`config.mk`:
```
export PLATFORM = sky130hd
export DESIGN_NAME = markup_tag_tokenizer_core
export DESIGN_NICKNAME = d
export VERILOG_FILES = /design/src/rtl/mtt_pkg.sv /design/src/rtl/markup_tag_tokenizer_core.sv /design/src/rtl/mtt_classify.sv
export SDC_FILE = /design/constraint.sdc
export NUM_CORES = 1
export LEC_CHECK = 0
export ABC_AREA = 1
export BUFFER_PORTS_ARGS = -buffer_cell sky130_fd_sc_hd__buf_2
export CAP_MARGIN = 5
export CELL_PAD_IN_SITES_DETAIL_PLACEMENT = 1
export CELL_PAD_IN_SITES_GLOBAL_PLACEMENT = 1
export CORE_MARGIN = 5
export CORE_UTILIZATION = 42
export DETAILED_ROUTE_END_ITERATION = 12
export PLACE_DENSITY = 0.82
export SETUP_SLACK_MARGIN = 0.15
export SLEW_MARGIN = 10
export SYNTH_ARGS = -nofsm -noshare
export SYNTH_HDL_FRONTEND = slang
export SYNTH_SLANG_ARGS = --single-unit
```
`constraint.sdc`:
```
create_clock -name clk -period 2.45 [get_ports clk]
set_clock_uncertainty 0.15 [all_clocks]
set_input_delay 0.49 -clock clk [delete_from_list [all_inputs] [get_ports clk]]
set_output_delay 0.49 -clock clk [all_outputs]
set_load 0.02 [all_outputs]
```
`src/rtl/mtt_pkg.sv`:
```
// Package for the markup tag tokenizer: codes, characters and the result record.
`default_nettype none

package mtt_pkg;

  // Default width of the attribute and token counters.
  localparam int COUNT_BITS_DEF = 8;

  // Width of the reported attribute index and token position.
  localparam int REPORT_BITS = 8;

  // Parser states.
  localparam logic [2:0] MODE_START = 3'd0;
  localparam logic [2:0] MODE_NAME  = 3'd1;
  localparam logic [2:0] MODE_GAP   = 3'd2;
  localparam logic [2:0] MODE_ATTR  = 3'd3;
  localparam logic [2:0] MODE_WAIT  = 3'd4;
  localparam logic [2:0] MODE_VALUE = 3'd5;

  // Kind codes of a classified byte.
  localparam logic [3:0] KIND_SKIP       = 4'd0;
  localparam logic [3:0] KIND_END_MARK   = 4'd1;
  localparam logic [3:0] KIND_NAME_CHAR  = 4'd2;
  localparam logic [3:0] KIND_NAME_DONE  = 4'd3;
  localparam logic [3:0] KIND_ATTR_CHAR  = 4'd4;
  localparam logic [3:0] KIND_EQUALS     = 4'd5;
  localparam logic [3:0] KIND_OPEN_QUOTE = 4'd6;
  localparam logic [3:0] KIND_VALUE_CHAR = 4'd7;
  localparam logic [3:0] KIND_ATTR_DONE  = 4'd8;
  localparam logic [3:0] KIND_TAG_DONE   = 4'd9;

  // Characters with a meaning in a tag.
  localparam logic [7:0] CH_SLASH = 8'h2F;
  localparam logic [7:0] CH_GT    = 8'h3E;
  localparam logic [7:0] CH_EQ    = 8'h3D;
  localparam logic [7:0] CH_UNDER = 8'h5F;
  localparam logic [7:0] CH_QUOTE = 8'h22;

  // One classified byte as it leaves the block.
  typedef struct packed {
    logic [2:0]             mode_after;
    logic [REPORT_BITS-1:0] token_pos;
    logic [REPORT_BITS-1:0] attr_index;
    logic                   closing_tag;
    logic [7:0]             char_out;
    logic [3:0]             kind;
  } result_t;

  // Letters, digits and the underscore form names.
  function automatic logic is_name_char(input logic [7:0] c);
    is_name_char = (c >= 8'h30 && c <= 8'h39) || (c >= 8'h61 && c <= 8'h7A) ||
                   (c >= 8'h41 && c <= 8'h5A) || (c == CH_UNDER);
  endfunction

endpackage

`default_nettype wire

```
`src/rtl/markup_tag_tokenizer_core.sv`:
```
// Top level of the markup tag tokenizer: input register, parser state and result register.
//
//   Channel | Direction | tdata (low bit up)                                   | tuser
//   s_*     | in        | char_in[7:0]                                         | restart
//   m_*     | out       | char_out[7:0], closing_tag, attr_index[7:0],         | kind[3:0]
//           |           | token_pos[7:0], mode_after[2:0], zero pad to 32 bits |
//
// One byte is taken per clock unless m_* stalls; its result is valid on m_* once it is in the result register.
// The parser state is updated as a byte moves from the input register into the result
// register, so the path through the transition logic sets the clock.
// rst clears the parser state and both valid flags; payload registers are not reset.
// While the result waits, the input register still takes one more byte.
`default_nettype none

module markup_tag_tokenizer_core
  import mtt_pkg::*;
#(
  parameter int COUNT_BITS = COUNT_BITS_DEF
) (
  input  wire logic        clk,
  input  wire logic        rst,
  input  wire logic        s_tvalid,
  output logic             s_tready,
  input  wire logic [7:0]  s_tdata,   // char_in[7:0]
  input  wire logic        s_tuser,   // restart
  output logic             m_tvalid,
  input  wire logic        m_tready,
  output logic [31:0]      m_tdata,   // char_out, closing_tag, attr_index, token_pos, mode_after
  output logic [3:0]       m_tuser    // kind
);

  logic                  in_valid;
  logic [7:0]            in_char;
  logic                  in_restart;
  logic                  advance;
  logic [2:0]            mode;
  logic                  end_flag;
  logic [COUNT_BITS-1:0] attr_cnt;
  logic [COUNT_BITS-1:0] tok_cnt;
  logic [2:0]            mode_next;
  logic                  end_flag_next;
  logic [COUNT_BITS-1:0] attr_cnt_next;
  logic [COUNT_BITS-1:0] tok_cnt_next;
  result_t               res_next;
  result_t               res;

  // A held byte moves on whenever the result register is free or being emptied.
  assign advance  = in_valid && (!m_tvalid || m_tready);
  assign s_tready = !in_valid || advance;

  // Input register.
  always_ff @(posedge clk) begin
    if (rst) begin
      in_valid <= 1'b0;
    end else if (s_tvalid && s_tready) begin
      in_valid <= 1'b1;
    end else if (advance) begin
      in_valid <= 1'b0;
    end
  end

  always_ff @(posedge clk) begin
    if (s_tvalid && s_tready) begin
      in_char    <= s_tdata;
      in_restart <= s_tuser;
    end
  end

  // Classification of the held byte.
  mtt_classify #(
    .COUNT_BITS(COUNT_BITS)
  ) u_classify (
    .char_in       (in_char),
    .restart       (in_restart),
    .mode          (mode),
    .end_flag      (end_flag),
    .attr_cnt      (attr_cnt),
    .tok_cnt       (tok_cnt),
    .res           (res_next),
    .mode_next     (mode_next),
    .end_flag_next (end_flag_next),
    .attr_cnt_next (attr_cnt_next),
    .tok_cnt_next  (tok_cnt_next)
  );

  // Parser state.
  always_ff @(posedge clk) begin
    if (rst) begin
      mode     <= MODE_START;
      end_flag <= 1'b0;
      attr_cnt <= '0;
      tok_cnt  <= '0;
    end else if (advance) begin
      mode     <= mode_next;
      end_flag <= end_flag_next;
      attr_cnt <= attr_cnt_next;
      tok_cnt  <= tok_cnt_next;
    end
  end

  // Result register.
  always_ff @(posedge clk) begin
    if (rst) begin
      m_tvalid <= 1'b0;
    end else if (advance) begin
      m_tvalid <= 1'b1;
    end else if (m_tready) begin
      m_tvalid <= 1'b0;
    end
  end

  always_ff @(posedge clk) begin
    if (advance) begin
      res <= res_next;
    end
  end

  // Output packing.
  assign m_tuser = res.kind;
  assign m_tdata = {4'b0, res.mode_after, res.token_pos, res.attr_index,
                    res.closing_tag, res.char_out};

endmodule

`default_nettype wire

```
`src/rtl/mtt_classify.sv`:
```
// Next-state and result logic of the tag parser for one byte.
`default_nettype none

module mtt_classify
  import mtt_pkg::*;
#(
  parameter int COUNT_BITS = COUNT_BITS_DEF
) (
  input  wire logic [7:0]            char_in,
  input  wire logic                  restart,
  input  wire logic [2:0]            mode,
  input  wire logic                  end_flag,
  input  wire logic [COUNT_BITS-1:0] attr_cnt,
  input  wire logic [COUNT_BITS-1:0] tok_cnt,
  output result_t                    res,
  output logic [2:0]                 mode_next,
  output logic                       end_flag_next,
  output logic [COUNT_BITS-1:0]      attr_cnt_next,
  output logic [COUNT_BITS-1:0]      tok_cnt_next
);

  localparam logic [COUNT_BITS-1:0] CNT_MAX = '1;
  localparam logic [COUNT_BITS-1:0] CNT_ONE = COUNT_BITS'(1);
  localparam int WIDE_BITS = COUNT_BITS + REPORT_BITS;
  localparam logic [WIDE_BITS-1:0] REPORT_MAX = WIDE_BITS'((1 << REPORT_BITS) - 1);

  logic [2:0]            mode_cur;
  logic                  flag_cur;
  logic [COUNT_BITS-1:0] attr_cur;
  logic [COUNT_BITS-1:0] tok_cur;
  logic [COUNT_BITS-1:0] tok_inc;
  logic [COUNT_BITS-1:0] attr_inc;
  logic [3:0]            kind;
  logic [COUNT_BITS-1:0] pos;
  logic                  done;
  logic [2:0]            mode_upd;
  logic                  flag_upd;
  logic [COUNT_BITS-1:0] attr_upd;
  logic [COUNT_BITS-1:0] tok_upd;

  // Clip a counter value to the reported width.
  function automatic logic [REPORT_BITS-1:0] clip(input logic [COUNT_BITS-1:0] v);
    logic [WIDE_BITS-1:0] w;
    w = {{REPORT_BITS{1'b0}}, v};
    clip = (w > REPORT_MAX) ? REPORT_MAX[REPORT_BITS-1:0] : w[REPORT_BITS-1:0];
  endfunction

  // A restart clears the state before the byte is looked at.
  assign mode_cur = restart ? MODE_START : mode;
  assign flag_cur = restart ? 1'b0 : end_flag;
  assign attr_cur = restart ? '0 : attr_cnt;
  assign tok_cur  = restart ? '0 : tok_cnt;
  assign tok_inc  = (tok_cur == CNT_MAX) ? CNT_MAX : tok_cur + CNT_ONE;
  assign attr_inc = (attr_cur == CNT_MAX) ? CNT_MAX : attr_cur + CNT_ONE;

  // Transition table of the parser.
  always_comb begin
    kind     = KIND_SKIP;
    pos      = '0;
    done     = 1'b0;
    mode_upd = mode_cur;
    flag_upd = flag_cur;
    attr_upd = attr_cur;
    tok_upd  = tok_cur;
    case (mode_cur)
      MODE_NAME: begin
        if (char_in == CH_GT) begin
          kind = KIND_TAG_DONE;
          done = 1'b1;
        end else if (is_name_char(char_in)) begin
          kind    = KIND_NAME_CHAR;
          pos     = tok_cur;
          tok_upd = tok_inc;
        end else begin
          kind     = KIND_NAME_DONE;
          mode_upd = MODE_GAP;
        end
      end
      MODE_GAP: begin
        if (char_in == CH_GT) begin
          kind = KIND_TAG_DONE;
          done = 1'b1;
        end else if (is_name_char(char_in)) begin
          kind     = KIND_ATTR_CHAR;
          tok_upd  = CNT_ONE;
          mode_upd = MODE_ATTR;
        end
      end
      MODE_ATTR: begin
        if (char_in == CH_EQ) begin
          kind     = KIND_EQUALS;
          mode_upd = MODE_WAIT;
        end else begin
          kind    = KIND_ATTR_CHAR;
          pos     = tok_cur;
          tok_upd = tok_inc;
        end
      end
      MODE_WAIT: begin
        if (char_in == CH_QUOTE) begin
          kind     = KIND_OPEN_QUOTE;
          tok_upd  = '0;
          mode_upd = MODE_VALUE;
        end
      end
      MODE_VALUE: begin
        if (char_in == CH_QUOTE) begin
          kind     = KIND_ATTR_DONE;
          attr_upd = attr_inc;
          mode_upd = MODE_GAP;
        end else begin
          kind    = KIND_VALUE_CHAR;
          pos     = tok_cur;
          tok_upd = tok_inc;
        end
      end
      default: begin
        if (char_in == CH_SLASH) begin
          kind     = KIND_END_MARK;
          flag_upd = 1'b1;
          mode_upd = MODE_START;
        end else begin
          kind     = KIND_NAME_CHAR;
          tok_upd  = CNT_ONE;
          mode_upd = MODE_NAME;
        end
      end
    endcase
  end

  // The end of a tag clears the state; closing_tag and attr_index still show it, mode_after shows MODE_START.
  assign mode_next     = done ? MODE_START : mode_upd;
  assign end_flag_next = done ? 1'b0 : flag_upd;
  assign attr_cnt_next = done ? '0 : attr_upd;
  assign tok_cnt_next  = done ? '0 : tok_upd;

  // Assemble the result item.
  assign res.kind        = kind;
  assign res.char_out    = char_in;
  assign res.closing_tag = flag_upd;
  assign res.attr_index  = clip(attr_upd);
  assign res.token_pos   = clip(pos);
  assign res.mode_after  = mode_next;

endmodule

`default_nettype wire
```
Word-level counts from Yosys, hierarchy flattened

Cells that the tools add are included.

Add/sub/neg operators: 2
Order comparisons: 6
Equal/unequal tests: 12
Mux-type cells: 51
Reductions and logical operators: 16

Operators with widths:

| kind                                                              | count |
|---|---|
| two-way mux 8 bit                                                 | 19 |
| case mux 8 bit (5 select lines)                                   | 1 |
| two-way mux 3 bit                                                 | 11 |
| == test 8 x 6 -> 1 bit, second input constant                     | 4 |
| case mux 8 bit (3 select lines)                                   | 1 |
| case mux 4 bit (5 select lines)                                   | 1 |
| adder 8 x 1 -> 8 bit, second input constant                       | 2 |
| == test 8 bit, second input constant                              | 2 |
| greater-or-equal comparator 8 x 7 -> 1 bit, second input constant | 2 |
| <= comparator 8 x 7 -> 1 bit, second input constant               | 2 |
| case mux 3 bit (5 select lines)                                   | 1 |
| two-way mux 1 bit                                                 | 13 |
| two-way mux 4 bit                                                 | 3 |
| == test 8 x 7 -> 1 bit, second input constant                     | 1 |
| greater-or-equal comparator 8 x 6 -> 1 bit, second input constant | 1 |
| <= comparator 8 x 6 -> 1 bit, second input constant               | 1 |
| == test 3 x 2 -> 1 bit, second input constant                     | 2 |
| == test 3 bit, second input constant                              | 2 |
| logical AND 1 bit                                                 | 5 |
| logical OR 1 bit                                                  | 5 |
| OR reduction 5 bit                                                | 1 |
| nonzero test 2 bit                                                | 2 |
| == test 3 x 1 -> 1 bit, second input constant                     | 1 |
| zero test 1 bit                                                   | 2 |
| other kinds (2)                                                   | 2 |

Bits in registers: 63
Bits of input ports: 13
Output and inout port bits: 38
Logic and storage cells: 101

Logic depth before layout (Yosys ltp)

Gate-level depths: netlist of run 1.

Depth in word-level cells: 9
Gate-level depth with buffers: 14
Gate-level depth less buffers: 13

By module

Synthesis of run 1 repeated with hierarchy kept, for this count alone.

Cell total of the unflattened synthesis: 486
Area, all modules: 3817.4 µm²

By module, submodules not included:

| module                    | instances | cells each | area each (µm²) | seq. area each (µm²) |
|---|---|---|---|---|
| markup_tag_tokenizer_core | 1         | 190        | 2323.5          | 1671.6 |
| mtt_classify              | 1         | 296        | 1493.9          | 0.0 |

Worst setup path before layout of run 1

No wires, ideal clock.

Path kind: input to register
From: input m_tready
To: register attr_cnt[5]
Library setup time: 68 ps
Data arrival time: 1781 ps
Required time: 2232 ps
Setup slack: 452 ps
Stages on the path: 9
Buffers on the path: 1
Cell sequence: inv_1 nand2_1 nand2_1 inv_2 nand2_1 inv_2 buf_6 nand2_1 a21oi_2

Cells in the longest elaborated chain, start to end: 2

Ends and longest elaborated chain:

| element                | RTL line                        | text |
|---|---|---|
| start: declaration     | markup_tag_tokenizer_core.sv:27 | `input wire logic m_tready,` |
| logical OR 1 bit       | markup_tag_tokenizer_core.sv:48 | `assign advance = in_valid && (!m_tvalid \|\| m_tready);` |
| logical AND 1 bit      | markup_tag_tokenizer_core.sv:48 |  |
| via advance            | markup_tag_tokenizer_core.sv:35 | `logic advance;` |
| end signal: assignment | markup_tag_tokenizer_core.sv:96 | `attr_cnt <= attr_cnt_next;` |
| end: declaration       | markup_tag_tokenizer_core.sv:38 | `logic [COUNT_BITS-1:0] attr_cnt;` |

The timed path passes the listed nets, and every way through them passes these cells.
A chain may end at the register's enable or synchronous reset.

==> results.sh, run 1 <==
export IMPL_dpl_cell_area_sq_um=3682
export IMPL_syn_inst=401
export IMPL_synth_top_area_frac=0.3683
export IMPL_startpoint_type="flop"
export IMPL_synth_edf_count=41
export IMPL_cts_hold_buf=0
export IMPL_drtPass1Iterations=4
export IMPL_worstPathArrival_ns=2.35
export IMPL_yosysTopAreaCell="edfxtp_1"
export IMPL_overflow=0
export IMPL_synth_area_sq_um=3343
export IMPL_cp_max_fo=7
export IMPL_outcome="completed"
export IMPL_grt_pass1_vias=3082
export IMPL_wirelength_microns=9289
export IMPL_finalSetupViolCount=0
export IMPL_vias=2903
export IMPL_endpoint_kind="flop"
export IMPL_placementRows=32
export IMPL_die_area_sq_um=9845
export IMPL_utilization=0.5108
export IMPL_synth_flop_cell="edfxtp_1"
export IMPL_max_freq_mhz=450.4
export IMPL_path_clk_slew_ns=0.08
export IMPL_design_area_sq_um=3948
export IMPL_peakVddDrop_uv=306.7
export IMPL_die_height_microns=99.22
export IMPL_cpPeakStageDelay_ns=0.50
export IMPL_leakage_nw=1.734
export IMPL_drt_antenna_violating_nets=0
export IMPL_cts_buffer_depth=2
export IMPL_hold_path_class="in2reg"
export IMPL_fin_total_pwr_mw=2.444
export IMPL_finalHoldViolCount=0
export IMPL_cts_tree="done"
export IMPL_antenna_found_initial=0
export IMPL_grt_pass1_wl_microns=15150
export IMPL_cts_sinks=63
export IMPL_pre_cts_ws_ns=0.2237
export IMPL_required_ns=2.58
export IMPL_n_antenna_cell=0
export IMPL_cpMaxStageDelayCell="edfxtp_1"
export IMPL_vias_per_cell=5.129
export IMPL_fp_dieW_microns=99.22
export IMPL_synth_seq_cells=63
export IMPL_dpl_hpwl_microns=6823
export IMPL_cts_root_buf="clkbuf_8"
export IMPL_power_density_nw_per_um2=619.1
export IMPL_num_nets_final=474
export IMPL_drive_above_1_share=0.2802
export IMPL_crit_chain="buf_4 -> nor2_4 -> ha_1 -> nand4_2 -> nor3_4 -> o21ai_0 -> nand2_1 -> nand2_1 -> a21oi_1"
export IMPL_async_flop_share=0
export IMPL_crit_type="reg2reg"
export IMPL_ys_top_cells_by_area="edfxtp_1 (37%), nand2_1 (13%), dfxtp_1 (13%)"
export IMPL_rsz0062_at_grt="true"
export IMPL_wl_per_cell_microns=16.41
export IMPL_drt_iter0_drc=111
export IMPL_core_area_sq_um=7727
export IMPL_ys_types=32
export IMPL_path_common_cell="nand2_1"
export IMPL_setup_tns_ns=0
export IMPL_track_usage=0.1952
export IMPL_syn_area_per_cell_sq_um=8.337
export IMPL_remaining_drc_errors=0
export IMPL_design_portCount=51
export IMPL_yosys_warnings=0
export IMPL_grt_max_degree=21
export IMPL_drv_cap=0
export IMPL_initial_utilization=0.4326
export IMPL_portBuffers=46
export IMPL_syn_to_final_growth_pct=18.08
export IMPL_final_period_utilization=0.9062
export IMPL_clk_latency_ns=0.36
export IMPL_finalMaxSlewViolations=0
export IMPL_numCtsBuffers=9
export IMPL_yosysSeqAreaShare=0.5000
export IMPL_setup_slack_ns=0.2298
export IMPL_place_congestion=0.9083
export IMPL_htreeDepth=3
export IMPL_finalCriticalPeriod_ns=2.220
routing by layer:
metal | wire length [microns] | global-route usage | vias up
li1 | - | - | 1420
met1 | 4023 | 0.2341 | 1387
met2 | 4615 | 0.3311 | 76
met3 | 435 | 0.04418 | 20
met4 | 214 | 0.09244 | 0
met5 | 0 | 0 | -
cell usage in the layout, fill, tap and decap left out, types with 9 or more instances in the layout:
cell	n
buf_4	9
nand2_1	117
inv_2	15
clkbuf_8	9
inv_1	40
buf_2	46
nor2_1	33
nand3_1	23
a21oi_1	25
dfxtp_1	22
edfxtp_1	41
nand4_1	9
layout make-up:
| cell class | count | area [sq um] |
|---|---|---|
| clock buffer | 9 | 123.9 |
| sequential | 63 | 1672 |
| fill | 962 | 3780 |
| multi-input combinational | 273 | 1409 |
| tap | 102 | 127.6 |
| clock inverter | 7 | 97.59 |
| timing repair buffer | 55 | 297.8 |
| inverter | 57 | 220.2 |
timing repair:
action                     4_1_cts  5_1_grt
resized for setup                0        9
buffers inserted                 0        2
setup endpoints to repair        0       25
metrics by stage:
step                std cells  hold slack (ns)
floorplan                 404           0.2953
global placement          548           0.3044
detailed placement        548           0.3125
CTS                       564           0.1452
global route              566           0.1359
finish                    566           0.1533
cells in the mapped netlist (all sizes together) (2+ instances only):
cell	n
nand2	126
inv	57
nor2	44
edfxtp	41
nand3	31
a21oi	28
dfxtp	22
o21ai	14
nand4	10
nor3	9
buf	8
clkbuf	3
ha	2
logic make-up (layout without fill, tap and decap cells):
kind of cell	count (synthesis)	count (layout)	synth area share
buf+inv	68	128	0.08870
fa+ha+maj	2	2	0.007484
simple gates	222	222	0.3263
compound gates	44	44	0.07373
other cells	1	4	0.001122
xor+xnor	1	1	0.002620
flops	63	63	0.5000
state kept, by name, summed over array words and instances, names as in the netlist:
signal and flops:
attr_cnt 8, end_flag 1, in_char 8, in_restart 1, in_valid 1, m_tdata 28
m_tuser 4, m_tvalid 1, mode 3, tok_cnt 8
final timing paths:
kind	to	slack, ns	startpoint	depth (start not counted)
hold / removal	in_char[2]$_DFFE_PP_	0.15	s_tdata[2]	1
setup reg to reg	attr_cnt[1]$_SDFFE_PP0P_	0.23	in_restart$_DFFE_PP_	9
setup / recovery	attr_cnt[1]$_SDFFE_PP0P_	0.23	in_restart$_DFFE_PP_	9
hold reg to reg	tok_cnt[1]$_SDFFE_PP0P_	0.33	tok_cnt[1]$_SDFFE_PP0P_	2
critical path: cells and delay by family, from the launching register on:
kind | cells | cell delay [ns]
adder cells (fa/ha/maj) | 1 | 0.27
AND/OR/NAND/NOR | 5 | 0.74
flip-flops | 1 | 0.50
buffers and inverters | 1 | 0.19
AO/OA/AOI/OAI | 2 | 0.30
report_power, final:
part / total (mW) / internal [mW] / switching, mW
Sequential: 1.20 / 1.17 / 0.0247
Combinational: 0.227 / 0.0619 / 0.165
Clock: 1.02 / 0.573 / 0.445
Total: 2.44 / 1.81 / 0.634
No activity file was read; power rests on OpenSTA's default activity.
==> run 2, diff against run 1 <==
--- a/config.mk
+++ b/config.mk
@@ -8,12 +8,10 @@
 export ABC_AREA = 1
 export BUFFER_PORTS_ARGS = -buffer_cell sky130_fd_sc_hd__buf_2
 export CAP_MARGIN = 5
-export CELL_PAD_IN_SITES_DETAIL_PLACEMENT = 1
-export CELL_PAD_IN_SITES_GLOBAL_PLACEMENT = 1
 export CORE_MARGIN = 5
-export CORE_UTILIZATION = 42
+export CORE_UTILIZATION = 57
 export DETAILED_ROUTE_END_ITERATION = 12
-export PLACE_DENSITY = 0.82
+export PLACE_DENSITY = 0.83
 export SETUP_SLACK_MARGIN = 0.15
 export SLEW_MARGIN = 10
 export SYNTH_ARGS = -nofsm -noshare
==> constraint.sdc (replaced) <==
create_clock -name clk -period 2.1 [get_ports clk]
set_clock_uncertainty 0.15 [all_clocks]
set_input_delay 0.42 -clock clk [delete_from_list [all_inputs] [get_ports clk]]
set_output_delay 0.42 -clock clk [all_outputs]
set_load 0.02 [all_outputs]
==> run 2 against run 1 <==
  * The run now ends with negative setup slack left
  * Non-clock buffer count grew 39
  * Final cell count grew 1.6%
  * Fmax grew 3.1%
  * Sequential share of layout area shrank 5.5 points
  * First-iteration DRC count grew to 4.3 times the previous value
  * Critical path depth grew 2
  * Via count grew 19%
  * Clock power grew 12%
  * Global-route usage grew 5.3 points
  * Worst setup slack lost 0.28 ns
  * Highest routed layer unchanged
  * Wire length grew 13%
==> results.sh, run 2 (synthesis gave the netlist of run 1 again) <==
export IMPL_cpPeakStageDelay_ns=0.43
export IMPL_antenna_found_initial=0
export IMPL_cts_sinks=63
export IMPL_design_portCount=51
export IMPL_power_density_nw_per_um2=635.1
export IMPL_wirelength_microns=10500
export IMPL_violations="negative setup slack"
export IMPL_vias_per_cell=6.010
export IMPL_fillers=312
export IMPL_dp_cells=532
export IMPL_wl_per_cell_microns=18.26
export IMPL_numCtsBuffers=9
export IMPL_remaining_drc_errors=0
export IMPL_endpoint_kind="flop"
export IMPL_finalCriticalPeriod_ns=2.153
export IMPL_startpoint_type="flop"
export IMPL_max_freq_mhz=464.4
export IMPL_die_area_sq_um=7497
export IMPL_worstPathArrival_ns=2.28
export IMPL_path_common_cell="nand2_2"
export IMPL_clk_latency_ns=0.35
export IMPL_core_area_sq_um=5608
export IMPL_drive_above_1_share=0.4274
export IMPL_overflow=0
export IMPL_hold_path_class="in2reg"
export IMPL_cts_buffer_depth=2
export IMPL_critical_path_depth=11
export IMPL_die_height_microns=86.59
export IMPL_crit_chain="buf_6 -> inv_8 -> buf_8 -> nand2_2 -> inv_4 -> nand4_4 -> nor3_4 -> nand2_4 -> nand3_2 -> nand2_2 -> a21oi_2"
export IMPL_place_congestion=0.9478
export IMPL_cts_tree="done"
export IMPL_crit_family="simple AND/OR/NAND/NOR gates"
export IMPL_setup_slack_ns=-0.05341
export IMPL_initial_utilization=0.5962
export IMPL_setup_tns_ns=-0.08888
export IMPL_rsz0062_at_grt="true"
export IMPL_htreeDepth=3
export IMPL_dpl_hpwl_microns=5505
export IMPL_drtPass1Iterations=6
export IMPL_num_nets_final=513
export IMPL_cpMaxStageDelayCell="edfxtp_1"
export IMPL_whs_path_depth=1
export IMPL_finalMaxSlewViolations=0
export IMPL_grt_max_degree=21
export IMPL_outcome="finished, violations left"
export IMPL_utilization=0.8086
export IMPL_finalSetupViolCount=3
export IMPL_fp_dieW_microns=86.59
export IMPL_dpl_cell_area_sq_um=3752
export IMPL_pre_cts_ws_ns=0.03512
export IMPL_portBuffers=46
export IMPL_required_ns=2.23
export IMPL_drt_antenna_violating_nets=0
export IMPL_final_period_utilization=1.025
export IMPL_syn_to_final_growth_pct=35.63
export IMPL_track_usage=0.2481
export IMPL_placementRows=27
export IMPL_grt_pass1_vias=3016
export IMPL_vias=3456
export IMPL_ff_latch_area_sq_um=1672
export IMPL_path_clk_slew_ns=0.07
export IMPL_final_common_cell="nand2_1"
export IMPL_finalHoldViolCount=0
export IMPL_design_area_sq_um=4534
export IMPL_leakage_nw=2.004
export IMPL_cts_root_buf="clkbuf_8"
export IMPL_whs_ns=0.09267
export IMPL_n_antenna_cell=0
export IMPL_crit_type="reg2reg"
export IMPL_largest_reg_flops=28
export IMPL_cts_hold_buf=0
export IMPL_multi_input_area_sq_um=1703
export IMPL_fin_total_pwr_mw=2.880
export IMPL_final_cell_mix="nand2_1 (97), buf_2 (46), buf_4 (42)"
export IMPL_cp_max_fo=6
export IMPL_fin_cells=575
export IMPL_r2r_cells=11
export IMPL_path_buf_inv=4
export IMPL_drt_iter0_drc=474
export IMPL_drv_cap=0
export IMPL_peakVddDrop_uv=597.6
export IMPL_grt_pass1_wl_microns=14330
==> run 2: worst paths after layout <==
path                         startpoint                       end  slack, ns
setup / recovery   in_restart$_DFFE_PP_  attr_cnt[7]$_SDFFE_PP0P_      -0.05
hold / removal               s_tdata[3]      in_char[3]$_DFFE_PP_       0.09
setup reg to reg   in_restart$_DFFE_PP_  attr_cnt[7]$_SDFFE_PP0P_      -0.05
hold reg to reg   end_flag$_SDFFE_PP0P_     end_flag$_SDFFE_PP0P_       0.32
==> run 2: worst reg2reg max path, cell delays in order (launching register included) <==
cell and delay (ns):
edfxtp_1 0.43, buf_6 0.17, inv_8 0.07, buf_8 0.14, nand2_2 0.09, inv_4 0.10, nand4_4 0.14, nor3_4 0.26
nand2_4 0.18, nand3_2 0.13, nand2_2 0.07, a21oi_2 0.17
==> run 2: layout make-up <==
type | instances | area share
multi-input combinational | 273 | 0.3756
timing repair buffer | 94 | 0.1360
clock buffer | 9 | 0.02732
inverter | 57 | 0.05326
sequential | 63 | 0.3687
tap | 72 | 0.01987
clock inverter | 7 | 0.01932
==> run 2: timing repair <==
item / CTS / global route
setup endpoints to repair: 34 / 38
gates resized for setup: 14 / 83
setup buffers: 9 / 18
pin swaps: 4 / 33
gates cloned: 0 / 0
==> run 2: metal layers <==
metal | track usage | up-vias | part of all wire
met4 | 0.1615 | 0 | 0.065
met5 | 0 | - | 0
met1 | 0.2966 | 1583 | 0.36
met2 | 0.3860 | 290 | 0.46
li1 | - | 1507 | -
met3 | 0.07605 | 76 | 0.11
==> run 2: where the power goes <==
group          switching [mW]  leakage [nW]  internal [mW]
clock network           0.483         0.100          0.657
registers              0.0280         0.557           1.37
logic                   0.230          1.35          0.110
total                   0.742          2.00           2.14
==> run 3, diff against run 2 <==
--- a/config.mk
+++ b/config.mk
@@ -9,9 +9,10 @@
 export BUFFER_PORTS_ARGS = -buffer_cell sky130_fd_sc_hd__buf_2
 export CAP_MARGIN = 5
 export CORE_MARGIN = 5
-export CORE_UTILIZATION = 57
+export CORE_UTILIZATION = 59
+export CTS_BUF_LIST = sky130_fd_sc_hd__clkbuf_2 sky130_fd_sc_hd__clkbuf_4 sky130_fd_sc_hd__clkbuf_8
 export DETAILED_ROUTE_END_ITERATION = 12
-export PLACE_DENSITY = 0.83
+export PLACE_DENSITY = 0.85
 export SETUP_SLACK_MARGIN = 0.15
 export SLEW_MARGIN = 10
 export SYNTH_ARGS = -nofsm -noshare
==> constraint.sdc (replaced) <==
create_clock -name clk -period 2.1 [get_ports clk]
set_clock_uncertainty 0.15 [all_clocks]
set_input_delay 0.105 -clock clk [delete_from_list [all_inputs] [get_ports clk]]
set_output_delay 0.105 -clock clk [all_outputs]
set_load 0.02 [all_outputs]
==> run 3 against run 2 <==
  * The run now ends clean
  * Via count fell by 1.1%
  * Sequential share of layout area fell by 1.8 points
  * Die area fell by 3.0%
  * Worst setup slack improved by 0.081 ns
  * Non-clock buffer count rose by 17
  * Wire length rose by 0.28%
  * Utilization rose by 5.6 points
  * Final cell count rose by 3.0%
  * Final area rose by 5.0%
  * Combinational power rose by 6.5%
  * Critical path type unchanged
  * Largest cell class unchanged
  * Highest routed layer unchanged
==> results.sh, run 3 (synthesis gave the netlist of run 1 again) <==
export IMPL_dpl_cell_area_sq_um=3787
export IMPL_setup_slack_ns=0.02780
export IMPL_required_ns=2.24
export IMPL_rsz0062_at_grt="true"
export IMPL_htreeDepth=3
export IMPL_drive_above_1_share=0.4231
export IMPL_cts_tree="done"
export IMPL_antenna_found_initial=0
export IMPL_dr_wl_met3_microns=822
export IMPL_p_clk_frac=0.423
export IMPL_max_freq_mhz=482.6
export IMPL_cts_sinks=63
export IMPL_power_share_switching=0.2504
export IMPL_core_area_sq_um=5507
export IMPL_hold_path_class="in2reg"
export IMPL_grt_pass1_wl_microns=14220
export IMPL_vias_per_cell=5.774
export IMPL_final_common_cell="nand2_1"
export IMPL_endpoint_kind="flop"
export IMPL_worstPathArrival_ns=2.21
export IMPL_drtPass1Iterations=8
export IMPL_wl_per_cell_microns=17.78
export IMPL_syn_to_final_growth_pct=42.44
export IMPL_die_height_microns=85.28
export IMPL_grt_pass1_vias=3065
export IMPL_finalCriticalPeriod_ns=2.072
export IMPL_final_period_utilization=0.9868
export IMPL_largest_reg_flops=28
export IMPL_whs_ns=0.01843
export IMPL_top_layer="met4"
export IMPL_finalSetupViolCount=0
export IMPL_drt_iter0_drc=378
export IMPL_die_area_sq_um=7272
export IMPL_n_antenna_cell=0
export IMPL_m1WireLength_microns=3698
export IMPL_finalMaxSlewViolations=0
export IMPL_path_clk_slew_ns=0.07
export IMPL_power_switching_mw=0.7641
export IMPL_drv_cap=0
export IMPL_drt_antenna_violating_nets=0
export IMPL_cts_root_buf="clkbuf_8"
export IMPL_design_portCount=51
export IMPL_initial_utilization=0.6071
export IMPL_finalHoldViolCount=0
export IMPL_seqPwrFrac=0.457
export IMPL_power_density_nw_per_um2=640.9
export IMPL_pre_cts_ws_ns=0.03350
export IMPL_dpl_hpwl_microns=5670
export IMPL_design_area_sq_um=4762
export IMPL_met2WireLength_microns=5483
export IMPL_vias=3418
export IMPL_remaining_drc_errors=0
export IMPL_wirelength_microns=10530
export IMPL_intPower_mw=2.288
export IMPL_overflow=0
export IMPL_portBuffers=46
export IMPL_placementRows=27
export IMPL_numCtsBuffers=9
export IMPL_fp_dieW_microns=85.28
export IMPL_outcome="completed"
export IMPL_fin_total_pwr_mw=3.052
export IMPL_combinationalPowerShare=0.119
export IMPL_cts_buffer_depth=2
export IMPL_leakage_nw=2.104
export IMPL_place_congestion=0.9676
export IMPL_track_usage=0.2488
export IMPL_num_nets_final=530
export IMPL_cp_max_fo=8
export IMPL_grt_max_degree=39
export IMPL_crit_type="reg2reg"
export IMPL_peakVddDrop_uv=578.0
export IMPL_startpoint_type="flop"
export IMPL_final_cell_mix="nand2_1 (96), buf_2 (46), buf_4 (44)"
export IMPL_clk_latency_ns=0.36
==> run 3: path summary, 6_finish.rpt <==
check,start,to,slack (ns),cells past startpoint
max reg2reg,in_restart$_DFFE_PP_,attr_cnt[4]$_SDFFE_PP0P_,0.03,9
min,rst,tok_cnt[3]$_SDFFE_PP0P_,0.02,2
min reg2reg,end_flag$_SDFFE_PP0P_,end_flag$_SDFFE_PP0P_,0.32,2
max,in_restart$_DFFE_PP_,attr_cnt[4]$_SDFFE_PP0P_,0.03,9
==> run 3: area by class of cell <==
class / count / area (sq um)
clock inverters: 7 / 120.1
multi-input cells: 273 / 1712
fillers: 269 / 744.5
well taps: 72 / 90.09
repair buffers: 111 / 808.3
flip-flops and latches: 63 / 1672
clock buffers: 9 / 123.9
inverters: 57 / 236.5
==> run 3: power by group through the flow <==
stage               registers (mW)  clock network, mW  logic, mW
floorplan                     1.46                  0      0.132
global placement              1.42                  0      0.263
detailed placement            1.42                  0      0.269
CTS                           1.39               1.31      0.311
global route                  1.40               1.38      0.383
finish                        1.40               1.29      0.363
==> run 3: repair_timing <==
| action | CTS | global route |
|---|---|---|
| buffers inserted | 12 | 17 |
| pin swaps | 14 | 15 |
| resized for setup | 34 | 61 |
| hold endpoints to repair | 11 | 0 |
| hold buffers | 12 | 0 |
| endpoints found under the setup margin | 27 | 38 |
==> run 3: critical path, stage by stage (launching register included) <==
cell,delay [ns]
edfxtp_1,0.43
buf_6,0.18
nor2_4,0.16
ha_4,0.20
nand4_4,0.11
nor3_4,0.26
nand2_4,0.16
o21ai_2,0.13
nand2_2,0.09
a21oi_2,0.12
==> run 3: metal layers <==
metal | GRT usage | up-vias
met3 | 0.07379 | 64
li1 | - | 1532
met5 | 0 | -
met1 | 0.2786 | 1613
met2 | 0.4350 | 209
met4 | 0.1108 | 0
==> run 3: metrics by stage <==
| stage | utilization | cells | setup TNS, ns |
|---|---|---|---|
| after floorplan | - | 404 | 0 |
| after global placement | 0.6878 | 535 | 0 |
| after detailed placement | 0.6878 | 535 | 0 |
| after CTS | 0.7948 | 575 | 0 |
| after global routing | 0.8648 | 592 | -0.2541 |
| final | 0.8648 | 592 | 0 |
